$ cat src/csq_pkg.sv
// Shared types and constants of the counting semaphore with wait queue.
// No dependencies; imported by every module of the block.
`default_nettype none

package csq_pkg;

   // Default sizes of the block
   localparam int DEF_QUEUE_DEPTH = 16;
   localparam int DEF_ID_BITS     = 8;
   localparam int DEF_COUNT_BITS  = 16;

   // Fixed field widths on the ports
   localparam int OP_W      = 2;
   localparam int REQ_ID_W  = 8;
   localparam int STATUS_W  = 3;
   localparam int WOKEN_W   = 8;
   localparam int COUNT_W   = 16;
   localparam int WAITERS_W = 5;
   localparam int RSP_DATA_W = 32;

   // Operation codes; any code with the high bit set is a destroy check
   localparam logic [OP_W-1:0] OP_WAIT   = 2'd0;
   localparam logic [OP_W-1:0] OP_SIGNAL = 2'd1;

   typedef enum logic [STATUS_W-1:0] {
      ST_GRANTED   = 3'd0,
      ST_BLOCKED   = 3'd1,
      ST_WOKE      = 3'd2,
      ST_INCR      = 3'd3,
      ST_DESTROYED = 3'd4,
      ST_BUSY      = 3'd5,
      ST_FULL      = 3'd6,
      ST_SATURATED = 3'd7
   } csq_status_type;

   // Outcome of one item, handed from the controller to the output stage
   typedef struct packed {
      csq_status_type         status;
      logic [COUNT_W-1:0]     count_now;
      logic [WAITERS_W-1:0]   waiters_now;
   } csq_decision_type;

endpackage

`default_nettype wire

$ cat src/counting_semaphore_wait_queue.sv
// Top level of the counting semaphore with a FIFO wait queue.
// Depends on csq_pkg, csq_ctrl and csq_wait_mem.
//
//  channel | direction | handshake              | payload
//  req     | in        | req_tvalid/req_tready  | tuser: op; tdata: requester_id
//  rsp     | out       | rsp_tvalid/rsp_tready  | tuser: status; tdata: woken, count, waiters
//  csr     | in        | csr_we                 | csr_wdata: initial_count
//
// Each item passes the pending stage, then the output register; state updates
// at the accept edge, and the woken id is read from the queue memory meanwhile.
// No new item is taken while one waits in the single pending stage on the read.
// Reset is synchronous; it clears count, pointers and occupancy.
// A stalled result holds in the output register; req_tready drops meanwhile.
`default_nettype none

module counting_semaphore_wait_queue
   import csq_pkg::*;
#(
   parameter int QUEUE_DEPTH = DEF_QUEUE_DEPTH,
   parameter int ID_BITS     = DEF_ID_BITS,
   parameter int COUNT_BITS  = DEF_COUNT_BITS
) (
   input  wire logic                  clock,
   input  wire logic                  reset,
   input  wire logic                  req_tvalid,
   output logic                       req_tready,
   input  wire logic [REQ_ID_W-1:0]   req_tdata,   // [7:0] requester_id
   input  wire logic [OP_W-1:0]       req_tuser,   // [1:0] op
   output logic                       rsp_tvalid,
   input  wire logic                  rsp_tready,
   output logic [RSP_DATA_W-1:0]      rsp_tdata,   // [7:0] woken_id, [23:8] count_now,
                                                   // [28:24] waiters_now, [31:29] zero
   output logic [STATUS_W-1:0]        rsp_tuser,   // [2:0] status
   input  wire logic                  csr_we,
   input  wire logic [COUNT_W-1:0]    csr_wdata    // initial_count
);

   localparam int PTR_BITS = (QUEUE_DEPTH > 1) ? $clog2(QUEUE_DEPTH) : 1;

   logic                  accept;
   logic                  mem_wr_en, mem_rd_en;
   logic [PTR_BITS-1:0]   mem_wr_addr, mem_rd_addr;
   logic [ID_BITS-1:0]    mem_wr_data, mem_rd_data;
   csq_decision_type      decision;

   logic                  pend_ff, pend_in;
   csq_decision_type      pend_dec_ff;
   logic                  out_valid_ff, out_valid_in;
   csq_decision_type      out_dec_ff;
   logic [WOKEN_W-1:0]    out_woken_ff;

   // take an item when nothing is pending and the output frees up
   assign req_tready = !reset && !pend_ff && (!out_valid_ff || rsp_tready);
   assign accept     = req_tvalid && req_tready;

   csq_ctrl #(
      .QUEUE_DEPTH (QUEUE_DEPTH),
      .ID_BITS     (ID_BITS),
      .COUNT_BITS  (COUNT_BITS),
      .PTR_BITS    (PTR_BITS)
   ) u_ctrl (
      .clock       (clock),
      .reset       (reset),
      .item_valid  (accept),
      .item_op     (req_tuser),
      .item_id     (req_tdata),
      .csr_we      (csr_we),
      .csr_wdata   (csr_wdata),
      .mem_wr_en   (mem_wr_en),
      .mem_wr_addr (mem_wr_addr),
      .mem_wr_data (mem_wr_data),
      .mem_rd_en   (mem_rd_en),
      .mem_rd_addr (mem_rd_addr),
      .decision    (decision)
   );

   csq_wait_mem #(
      .DEPTH     (QUEUE_DEPTH),
      .WIDTH     (ID_BITS),
      .ADDR_BITS (PTR_BITS)
   ) u_mem (
      .clock   (clock),
      .wr_en   (mem_wr_en),
      .wr_addr (mem_wr_addr),
      .wr_data (mem_wr_data),
      .rd_en   (mem_rd_en),
      .rd_addr (mem_rd_addr),
      .rd_data (mem_rd_data)
   );

   // pending stage and output register valid flags
   always_comb begin
      pend_in      = accept;
      out_valid_in = out_valid_ff && !rsp_tready;
      if (pend_ff) begin
         out_valid_in = 1'b1;
      end
   end

   always_ff @(posedge clock) begin
      if (reset) begin
         pend_ff      <= 1'b0;
         out_valid_ff <= 1'b0;
      end else begin
         pend_ff      <= pend_in;
         out_valid_ff <= out_valid_in;
      end
   end

   // payload: decision waits in the pending stage for the queue read
   always_ff @(posedge clock) begin
      if (accept) begin
         pend_dec_ff <= decision;
      end
      if (pend_ff) begin
         out_dec_ff   <= pend_dec_ff;
         out_woken_ff <= (pend_dec_ff.status == ST_WOKE) ? WOKEN_W'(mem_rd_data) : '0;
      end
   end

   assign rsp_tvalid = out_valid_ff;
   assign rsp_tuser  = out_dec_ff.status;
   assign rsp_tdata  = {3'b000, out_dec_ff.waiters_now, out_dec_ff.count_now, out_woken_ff};

endmodule

`default_nettype wire

$ cat src/csq_wait_mem.sv
// Wait queue storage: one write port, one read port, registered read data.
// Depends on csq_pkg.
`default_nettype none

module csq_wait_mem
   import csq_pkg::*;
#(
   parameter int DEPTH     = DEF_QUEUE_DEPTH,
   parameter int WIDTH     = DEF_ID_BITS,
   parameter int ADDR_BITS = (DEPTH > 1) ? $clog2(DEPTH) : 1
) (
   input  wire logic                 clock,
   input  wire logic                 wr_en,
   input  wire logic [ADDR_BITS-1:0] wr_addr,
   input  wire logic [WIDTH-1:0]     wr_data,
   input  wire logic                 rd_en,
   input  wire logic [ADDR_BITS-1:0] rd_addr,
   output logic      [WIDTH-1:0]     rd_data
);

   logic [WIDTH-1:0] store_ff [DEPTH];
   logic [WIDTH-1:0] rd_data_ff;

   // write port
   always_ff @(posedge clock) begin
      if (wr_en) begin
         store_ff[wr_addr] <= wr_data;
      end
   end

   // read port, registered read data
   always_ff @(posedge clock) begin
      if (rd_en) begin
         rd_data_ff <= store_ff[rd_addr];
      end
   end

   assign rd_data = rd_data_ff;

endmodule

`default_nettype wire

$ cat src/csq_ctrl.sv
// Semaphore controller: count, queue pointers, occupancy and per-item decision.
// Depends on csq_pkg; drives the ports of csq_wait_mem.
`default_nettype none

module csq_ctrl
   import csq_pkg::*;
#(
   parameter int QUEUE_DEPTH = DEF_QUEUE_DEPTH,
   parameter int ID_BITS     = DEF_ID_BITS,
   parameter int COUNT_BITS  = DEF_COUNT_BITS,
   parameter int PTR_BITS    = (QUEUE_DEPTH > 1) ? $clog2(QUEUE_DEPTH) : 1
) (
   input  wire logic                clock,
   input  wire logic                reset,
   input  wire logic                item_valid,
   input  wire logic [OP_W-1:0]     item_op,
   input  wire logic [REQ_ID_W-1:0] item_id,
   input  wire logic                csr_we,
   input  wire logic [COUNT_W-1:0]  csr_wdata,
   output logic                     mem_wr_en,
   output logic [PTR_BITS-1:0]      mem_wr_addr,
   output logic [ID_BITS-1:0]       mem_wr_data,
   output logic                     mem_rd_en,
   output logic [PTR_BITS-1:0]      mem_rd_addr,
   output csq_decision_type         decision
);

   localparam int OCC_BITS = $clog2(QUEUE_DEPTH + 1);
   localparam logic [OCC_BITS-1:0]   OCC_FULL = OCC_BITS'(QUEUE_DEPTH);
   localparam logic [PTR_BITS-1:0]   PTR_LAST = PTR_BITS'(QUEUE_DEPTH - 1);
   localparam logic [COUNT_BITS-1:0] COUNT_MAX = '1;

   logic [COUNT_W-1:0]    init_ff, init_in;
   logic [COUNT_BITS-1:0] count_ff, count_in, item_count;
   logic [PTR_BITS-1:0]   head_ff, head_in, tail_ff, tail_in;
   logic [OCC_BITS-1:0]   occ_ff, occ_in;
   csq_status_type        item_status;
   logic                  push, pop;

   // decide one item from the current state
   always_comb begin
      item_count  = count_ff;
      item_status = ST_BUSY;
      push        = 1'b0;
      pop         = 1'b0;
      unique case (item_op)
         OP_WAIT: begin
            if (count_ff != '0) begin
               item_count  = count_ff - 1'b1;
               item_status = ST_GRANTED;
            end else if (occ_ff == OCC_FULL) begin
               item_status = ST_FULL;
            end else begin
               push        = 1'b1;
               item_status = ST_BLOCKED;
            end
         end
         OP_SIGNAL: begin
            if (occ_ff != '0) begin
               pop         = 1'b1;
               item_status = ST_WOKE;
            end else if (count_ff == COUNT_MAX) begin
               item_status = ST_SATURATED;
            end else begin
               item_count  = count_ff + 1'b1;
               item_status = ST_INCR;
            end
         end
         default: begin
            // destroy check
            if (occ_ff != '0) begin
               item_status = ST_BUSY;
            end else begin
               item_count  = COUNT_BITS'(init_ff);
               item_status = ST_DESTROYED;
            end
         end
      endcase
   end

   // next state; a register write reloads the count
   always_comb begin
      init_in  = csr_we ? csr_wdata : init_ff;
      count_in = count_ff;
      head_in  = head_ff;
      tail_in  = tail_ff;
      occ_in   = occ_ff;
      if (item_valid) begin
         count_in = item_count;
         if (push) begin
            tail_in = (tail_ff == PTR_LAST) ? '0 : tail_ff + 1'b1;
            occ_in  = occ_ff + 1'b1;
         end
         if (pop) begin
            head_in = (head_ff == PTR_LAST) ? '0 : head_ff + 1'b1;
            occ_in  = occ_ff - 1'b1;
         end
      end
      if (csr_we) begin
         count_in = COUNT_BITS'(csr_wdata);
      end
   end

   always_ff @(posedge clock) begin
      if (reset) begin
         init_ff  <= '0;
         count_ff <= '0;
         head_ff  <= '0;
         tail_ff  <= '0;
         occ_ff   <= '0;
      end else begin
         init_ff  <= init_in;
         count_ff <= count_in;
         head_ff  <= head_in;
         tail_ff  <= tail_in;
         occ_ff   <= occ_in;
      end
   end

   // queue accesses: push at tail, read head on a wake
   assign mem_wr_en   = item_valid && push;
   assign mem_wr_addr = tail_ff;
   assign mem_wr_data = ID_BITS'(item_id);
   assign mem_rd_en   = item_valid && pop;
   assign mem_rd_addr = head_ff;

   assign decision.status      = item_status;
   assign decision.count_now   = COUNT_W'(item_count);
   assign decision.waiters_now = WAITERS_W'(occ_in);

endmodule

`default_nettype wire

$ cat config.mk
export PLATFORM = sky130hd
export DESIGN_NAME = counting_semaphore_wait_queue
export DESIGN_NICKNAME = d
export VERILOG_FILES = /design/src/csq_pkg.sv /design/src/counting_semaphore_wait_queue.sv /design/src/csq_wait_mem.sv /design/src/csq_ctrl.sv
export SDC_FILE = /design/constraint.sdc
export NUM_CORES = 1
export LEC_CHECK = 0
export ABC_AREA = 1
export BUFFER_PORTS_ARGS = -buffer_cell sky130_fd_sc_hd__buf_2
export CELL_PAD_IN_SITES_DETAIL_PLACEMENT = 0
export CELL_PAD_IN_SITES_GLOBAL_PLACEMENT = 1
export CORE_MARGIN = 4
export CORE_UTILIZATION = 44
export DETAILED_ROUTE_END_ITERATION = 12
export MAX_ROUTING_LAYER = met4
export PLACE_DENSITY = 0.87
export RECOVER_POWER = 25
export SLEW_MARGIN = 20
export SYNTH_ARGS = -nofsm -noshare
export SYNTH_HDL_FRONTEND = slang
export SYNTH_HIERARCHICAL = 1
export SYNTH_SLANG_ARGS = --single-unit
$ cat constraint.sdc
create_clock -name clock -period 4 [get_ports clock]
set_input_delay 0.4 -clock clock [delete_from_list [all_inputs] [get_ports clock]]
set_output_delay 0.4 -clock clock [all_outputs]
set_load 0.05 [all_outputs]
==> results.sh, run 1 <==
export IMPL_power_density_nw_per_um2=437
export IMPL_power_switching_mw=1.24
export IMPL_grt_start_max_net_pins=65
export IMPL_grt_antenna_before_repair=0
export IMPL_dpl_cell_count=1576
export IMPL_antenna_left=0
export IMPL_finalHoldViolations=0
export IMPL_cap_violations=0
export IMPL_post_cts_resized=0
export IMPL_vias=8287
export IMPL_setup_violations=0
export IMPL_crit_arrival_ns=2.75
export IMPL_period_share_pct=65.2
export IMPL_wl_um=27200
export IMPL_worst_pin_slew_ns=1.11
export IMPL_wire_per_inst_um=16.8
export IMPL_grt_pass1_wl_um=43000
export IMPL_hold_path_class="input pin to flop"
export IMPL_combPwrFrac_pct=7.1
export IMPL_die_height_um=170
export IMPL_syn_instance_count=1229
export IMPL_skew_ns=0.0125
export IMPL_clk_pin_slew_ns=0.06
export IMPL_initial_core_util_pct=44.6
export IMPL_dpl_hpwl_um=18300
export IMPL_cts_sinks=239
export IMPL_cts_hold_buffers=0
export IMPL_p_leak_nw=5.33
export IMPL_p_clk_share_pct=43.3
export IMPL_core_um2=25900
export IMPL_irDropWorstVdd_v=0.000319
export IMPL_synth_seq_area_share_pct=58.1
export IMPL_ys_ff_latch=239
export IMPL_ios=68
export IMPL_post_cts_buffers=0
export IMPL_drive_gt1_share_pct=13.8
export IMPL_yosysWarnings=6
export IMPL_drt_first_iter_violations=709
export IMPL_critPathRequiredTime_ns=4.14
export IMPL_yosys_area_top_type="edfxtp_1"
export IMPL_dr_pass1_iters=5
export IMPL_routabilityCongestion=0.957
export IMPL_first_global_vias=7776
export IMPL_grt_usage_pct=19.2
export IMPL_cts_root_buf="clkbuf_16"
export IMPL_drt_vias_per_instance=5.12
export IMPL_avgSynthCellArea_um2=9.39
export IMPL_critical_path_class="flop to flop"
export IMPL_status="complete, no violations"
export IMPL_power_internal_mw=4.34
export IMPL_fin_crit_ns=2.61
export IMPL_ctsHtreeMaxLevel=1
export IMPL_clock_latency_ns=0.51
export IMPL_cts_made_buffers=24
export IMPL_die_width_um=170
export IMPL_netlist_top_cells_area="edfxtp_1 (50%), nand2_1 (11%), dfxtp_1 (8.1%)"
export IMPL_maxSlewViolCount=0
export IMPL_power_frac_seq_pct=49.7
export IMPL_finalSetupTns_ns=0
export IMPL_place_port_buffers=64
export IMPL_clockBufferDepth=3
export IMPL_die_area_um2=28900
export IMPL_grt_ovfl_total=0
export IMPL_syn_area_um2=11500
export IMPL_critPathMaxFanout=10
export IMPL_num_rows=59
export IMPL_relSlewSlack_pct=26.1
export IMPL_cp_start_kind="flop"
export IMPL_drc=0
export IMPL_netSwitchingFraction_pct=22.2
export IMPL_antenna_cells=0
export IMPL_cp_end_kind="flop"
export IMPL_cts_tree="yes"
export IMPL_syn_to_final_growth_pct=10.7
export IMPL_synth_top_area_share_pct=49.9
export IMPL_synth_cell_type_count=44
export IMPL_max_freq_mhz=383
export IMPL_grt_setup_unrepaired="no"
export IMPL_post_layout_nonfiller_instances=1620
export IMPL_fin_nets=1305
-- sequential cells by signal (all words and copies together), names as in the netlist --
register / flops
pend_dec_ff: 24
out_woken_ff: 8
rsp_tdata: 21
u_ctrl/mem_wr_addr: 4
pend_ff: 1
u_ctrl/occ_ff: 5
u_ctrl/count_ff: 16
u_ctrl/init_ff: 16
rsp_tvalid: 1
u_mem/store_ff: 128
u_mem/rd_data: 8
u_ctrl/mem_rd_addr: 4
rsp_tuser: 3
-- cell families (layout without fill, tap and decap cells) --
family,after synthesis,after routing,synth area share (%)
AND/OR/NAND/NOR,639,639,25.7
flip-flops,239,239,58.1
buffers and inverters,239,293,9.55
AO/OA/AOI/OAI,93,93,5.00
XOR/XNOR,11,11,0.834
adder cells (fa/ha/maj),7,7,0.759
other,1,3,0.0325
-- per-layer routing --
| layer | up-vias | global-route usage, % | part of all wire [%] |
|---|---|---|---|
| met4 | 0 | 4.51 | 1.6 |
| li1 | 4086 | - | - |
| met5 | - | - | 0 |
| met2 | 274 | 29.5 | 46 |
| met1 | 3892 | 27.7 | 46 |
| met3 | 35 | 2.21 | 6.6 |
-- cells in the final DEF, fill, tap and decap left out, types with 4 or more instances in the layout --
cell type | netlist | layout
clkbuf_16 | 0 | 25
edfxtp_1 | 192 | 192
nand2_1 | 332 | 332
buf_2 | 19 | 56
nand4_1 | 16 | 16
inv_1 | 164 | 164
a21boi_0 | 13 | 13
buf_4 | 18 | 7
a21oi_1 | 39 | 39
ha_1 | 7 | 7
a21oi_2 | 4 | 4
nor2_2 | 10 | 12
nor2_4 | 13 | 13
dfxtp_1 | 47 | 46
nand3_2 | 7 | 7
bufinv_16 | 0 | 5
nor2_1 | 70 | 68
o21ai_0 | 14 | 14
o21ai_1 | 8 | 8
nand3_1 | 159 | 159
o211ai_2 | 4 | 4
clkbuf_1 | 7 | 13
xor2_1 | 8 | 8
nand2_2 | 13 | 13
inv_2 | 12 | 12
o211ai_1 | 5 | 5
nand3b_1 | 5 | 5
-- per-stage QoR --
| step | cell area, um2 | util [%] | setup WS [ns] | hold slack [ns] | total power [mW] |
|---|---|---|---|---|---|
| after floorplan | 11600 | - | 0.349 | 0.400 | 3.12 |
| after global placement | 11900 | 46.0 | 1.37 | 0.402 | 3.22 |
| after detailed placement | 11900 | 46.0 | 1.35 | 0.405 | 3.22 |
| after CTS | 12800 | 49.3 | 1.42 | 0.128 | 5.64 |
| after global routing | 12800 | 49.3 | 1.20 | 0.148 | 5.78 |
| final | 12800 | 49.3 | 1.39 | 0.146 | 5.59 |
-- worst paths after layout --
check	startpoint	endpoint	slack (ns)	depth (start not counted)
min	req_tvalid	pend_ff	0.15	3
max reg2reg	u_ctrl/count_ff[0]	u_mem/store_ff[12][0]	1.39	8
max	u_ctrl/count_ff[0]	u_mem/store_ff[12][0]	1.39	8
min reg2reg	pend_dec_ff[11]	rsp_tdata[14]	0.42	0
-- cells in the mapped netlist, drive strengths merged --
library cell  number
a21boi            13
a21oi             43
a22oi              3
buf               54
clkbuf             7
clkinv             2
conb               1
dfxtp             47
edfxtp           192
ha                 7
inv              176
nand2            347
nand3            167
nand3b             7
nand4             18
nor2              94
nor3               3
nor3b              2
o211a              1
o211ai             9
o21ai             22
o21bai             2
or2                1
xnor2              3
xor2               8
-- final cells by class --
type                       instances  area (um2)
multi-input combinational        753        3750
timing repair buffer              71         363
fill                            2351       13100
sequential                       239        6710
inverter                         178         669
clock buffer                      32         672
clock inverter                    12         195
tap                              335         419
-- power by group through the flow --
stage	clock network (mW)	registers [mW]	logic [mW]
3_3_place_gp	0	2.83	0.390
5_1_grt	2.57	2.78	0.430
2_1_floorplan	0	2.86	0.255
3_5_place_dp	0	2.83	0.393
6_report	2.42	2.78	0.394
4_1_cts	2.47	2.78	0.395
-- worst max-delay path: stages, from the launching register on --
cell,delay [ns]
dfxtp_1,0.36
inv_2,0.17
ha_1,0.21
nand3_1,0.12
nor2_4,0.18
nand4_4,0.13
nor2_4,0.27
nand3_1,0.21
nor2_1,0.58
No activity file was read; power rests on OpenSTA's default activity.
==> run 2: changes to the inputs <==
clock period = 2.6 ns   (was 4 ns; I/O delays follow)
==> run 2 against run 1 <==
Via count grew 2.4%. Register-to-register slack lost 1.2 ns. Global-route usage increased by 0.36 points. Total power up 51%. Sequential power up 53%. Critical path depth rose by 1. Cell count grew 1.9%.
==> results.sh, run 2 (same netlist as run 1, synthesis figures left out) <==
export IMPL_initial_core_util_pct=44.6
export IMPL_status="complete, no violations"
export IMPL_worst_path_buf_inv=1
export IMPL_place_ws_ns=0.273
export IMPL_place_port_buffers=64
export IMPL_setup_slack_ns=0.208
export IMPL_num_rows=59
export IMPL_fin_nets=1335
export IMPL_antenna_left=0
export IMPL_layout_common_cells="nand2_1 (332), edfxtp_1 (192), inv_1 (164), nand3_1 (159), nor2_1 (57)"
export IMPL_dpl_cell_count=1598
export IMPL_cp_end_kind="flop"
export IMPL_setup_violations=0
export IMPL_die_width_um=170
export IMPL_power_frac_seq_pct=50.3
export IMPL_clock_latency_ns=0.52
export IMPL_power_density_nw_per_um2=650
export IMPL_grt_start_max_net_pins=69
export IMPL_grt_antenna_before_repair=0
export IMPL_dr_pass1_iters=8
export IMPL_fin_crit_ns=2.39
export IMPL_clockBufferDepth=3
export IMPL_crit_start="u_ctrl/occ_ff[1]"
export IMPL_largest_register_ff_count=128
export IMPL_slowest_delay_ns=0.46
export IMPL_cts_sinks=239
export IMPL_clk_pin_slew_ns=0.06
export IMPL_die_height_um=170
export IMPL_core_um2=25900
export IMPL_ios=68
export IMPL_drc=0
export IMPL_cts_tree="yes"
export IMPL_netSwitchingFraction_pct=22.8
export IMPL_maxSlewViolCount=0
export IMPL_wl_um=27900
export IMPL_crit_chain="inv_1 > ha_1 > nand2_1 > nor2_1 > nand2_2 > nand4_4 > nor2_4 > nand3b_1 > nor2_2"
export IMPL_p_clk_share_pct=41.9
export IMPL_post_layout_nonfiller_instances=1651
export IMPL_hold_path_class="input pin to flop"
export IMPL_crit_arrival_ns=2.56
export IMPL_syn_to_final_growth_pct=12.6
export IMPL_die_area_um2=28900
export IMPL_combPwrFrac_pct=7.7
export IMPL_min_from="csr_wdata[7]"
export IMPL_period_share_pct=92.0
export IMPL_cap_violations=0
export IMPL_ctsHtreeMaxLevel=1
export IMPL_power_internal_mw=6.53
export IMPL_drive_gt1_share_pct=15.7
export IMPL_max_freq_mhz=418
export IMPL_critPathMaxFanout=8
export IMPL_critPathRequiredTime_ns=2.77
export IMPL_antenna_cells=0
export IMPL_grt_usage_pct=19.6
export IMPL_cts_root_buf="clkbuf_16"
export IMPL_r2r_setup_slack_ns=0.21
export IMPL_irDropWorstVdd_v=0.000450
export IMPL_grt_setup_unrepaired="no"
export IMPL_cp_slowest_cell="nor2_2"
export IMPL_largest_register="u_mem/store_ff"
export IMPL_final_common_cell="nand2_1"
export IMPL_p_leak_nw=5.44
export IMPL_reg2reg_from="u_ctrl/occ_ff[1]"
export IMPL_critical_path_class="flop to flop"
export IMPL_routabilityCongestion=0.938
export IMPL_cp_start_kind="flop"
export IMPL_finalHoldViolations=0
export IMPL_power_switching_mw=1.93
export IMPL_finalPower_mw=8.45
export IMPL_post_cts_buffers=0
export IMPL_crit_family="simple AND/OR/NAND/NOR gates"
export IMPL_wire_per_inst_um=16.9
export IMPL_grt_ovfl_total=0
export IMPL_relSlewSlack_pct=29.0
export IMPL_first_global_vias=8048
export IMPL_fillCellCount=2311
export IMPL_worst_pin_slew_ns=1.07
export IMPL_grt_pass1_wl_um=43600
export IMPL_vias=8484
export IMPL_dpl_hpwl_um=18800
export IMPL_finalSetupTns_ns=0
export IMPL_drt_first_iter_violations=735
export IMPL_skew_ns=0.00980
export IMPL_cts_made_buffers=25
export IMPL_drt_vias_per_instance=5.14
[run 2: cell types whose count changed in the layout (fill, tap and decap cells not counted), sizes merged]
cell         before  now
dlygate4sd3       0    7
clkinvlp          3    2
bufinv            5    3
buf              63   85
clkbuf           40   44
inv             177  178
[run 2: cell type report]
| type | count | area [um2] | share of cell area, % |
|---|---|---|---|
| inverter | 178 | 669 | 5.15 |
| clock inverter | 10 | 134 | 1.03 |
| sequential | 239 | 6710 | 51.6 |
| multi-input combinational | 753 | 3780 | 29.1 |
| timing repair buffer | 100 | 598 | 4.60 |
| clock buffer | 36 | 687 | 5.28 |
| tap | 335 | 419 | 3.22 |
[run 2: metrics by stage]
stage / utilization, % / hold WS (ns) / area, um2
after CTS: 50.2 / 0.00311 / 13000
after detailed placement: 46.8 / 0.407 / 12100
after global routing: 50.2 / 0.0123 / 13000
final: 50.2 / 0.0300 / 13000
after global placement: 46.8 / 0.403 / 12100
after floorplan: - / 0.329 / 11600
[run 2: per-layer routing]
layer | track usage, % | share of wire (%)
met3 | 2.67 | 6.6
met5 | - | 0
met4 | 5.17 | 2.0
met1 | 28.1 | 47
met2 | 29.6 | 45
[run 2: path summary, 6_finish.rpt]
path | to | cells past startpoint
worst max-delay path | u_mem/store_ff[4][5] | 9
worst min-delay path | u_ctrl/init_ff[7] | 3
worst max register to register | u_mem/store_ff[4][5] | 9
worst min register to register | rsp_tdata[14] | 0
[run 2: worst reg2reg max path: stages (launching register included)]
cell and delay (ns):
dfxtp_1 0.37, inv_1 0.09, ha_1 0.24, nand2_1 0.10, nor2_1 0.06, nand2_2 0.12
nand4_4 0.13, nor2_4 0.17, nand3b_1 0.30, nor2_2 0.46
[run 2: power by group through the flow]
stage	registers, mW	logic (mW)	clock network (mW)
floorplan	4.40	0.393	0
global placement	4.33	0.639	0
detailed placement	4.34	0.643	0
CTS	4.25	0.654	3.63
global route	4.26	0.709	3.80
finish	4.26	0.652	3.55
[run 2: repair_timing]
item | 4_1_cts | 5_1_grt
gates resized for setup | 0 | 0
hold buffers | 7 | 0
endpoints found under the hold margin | 7 | 0
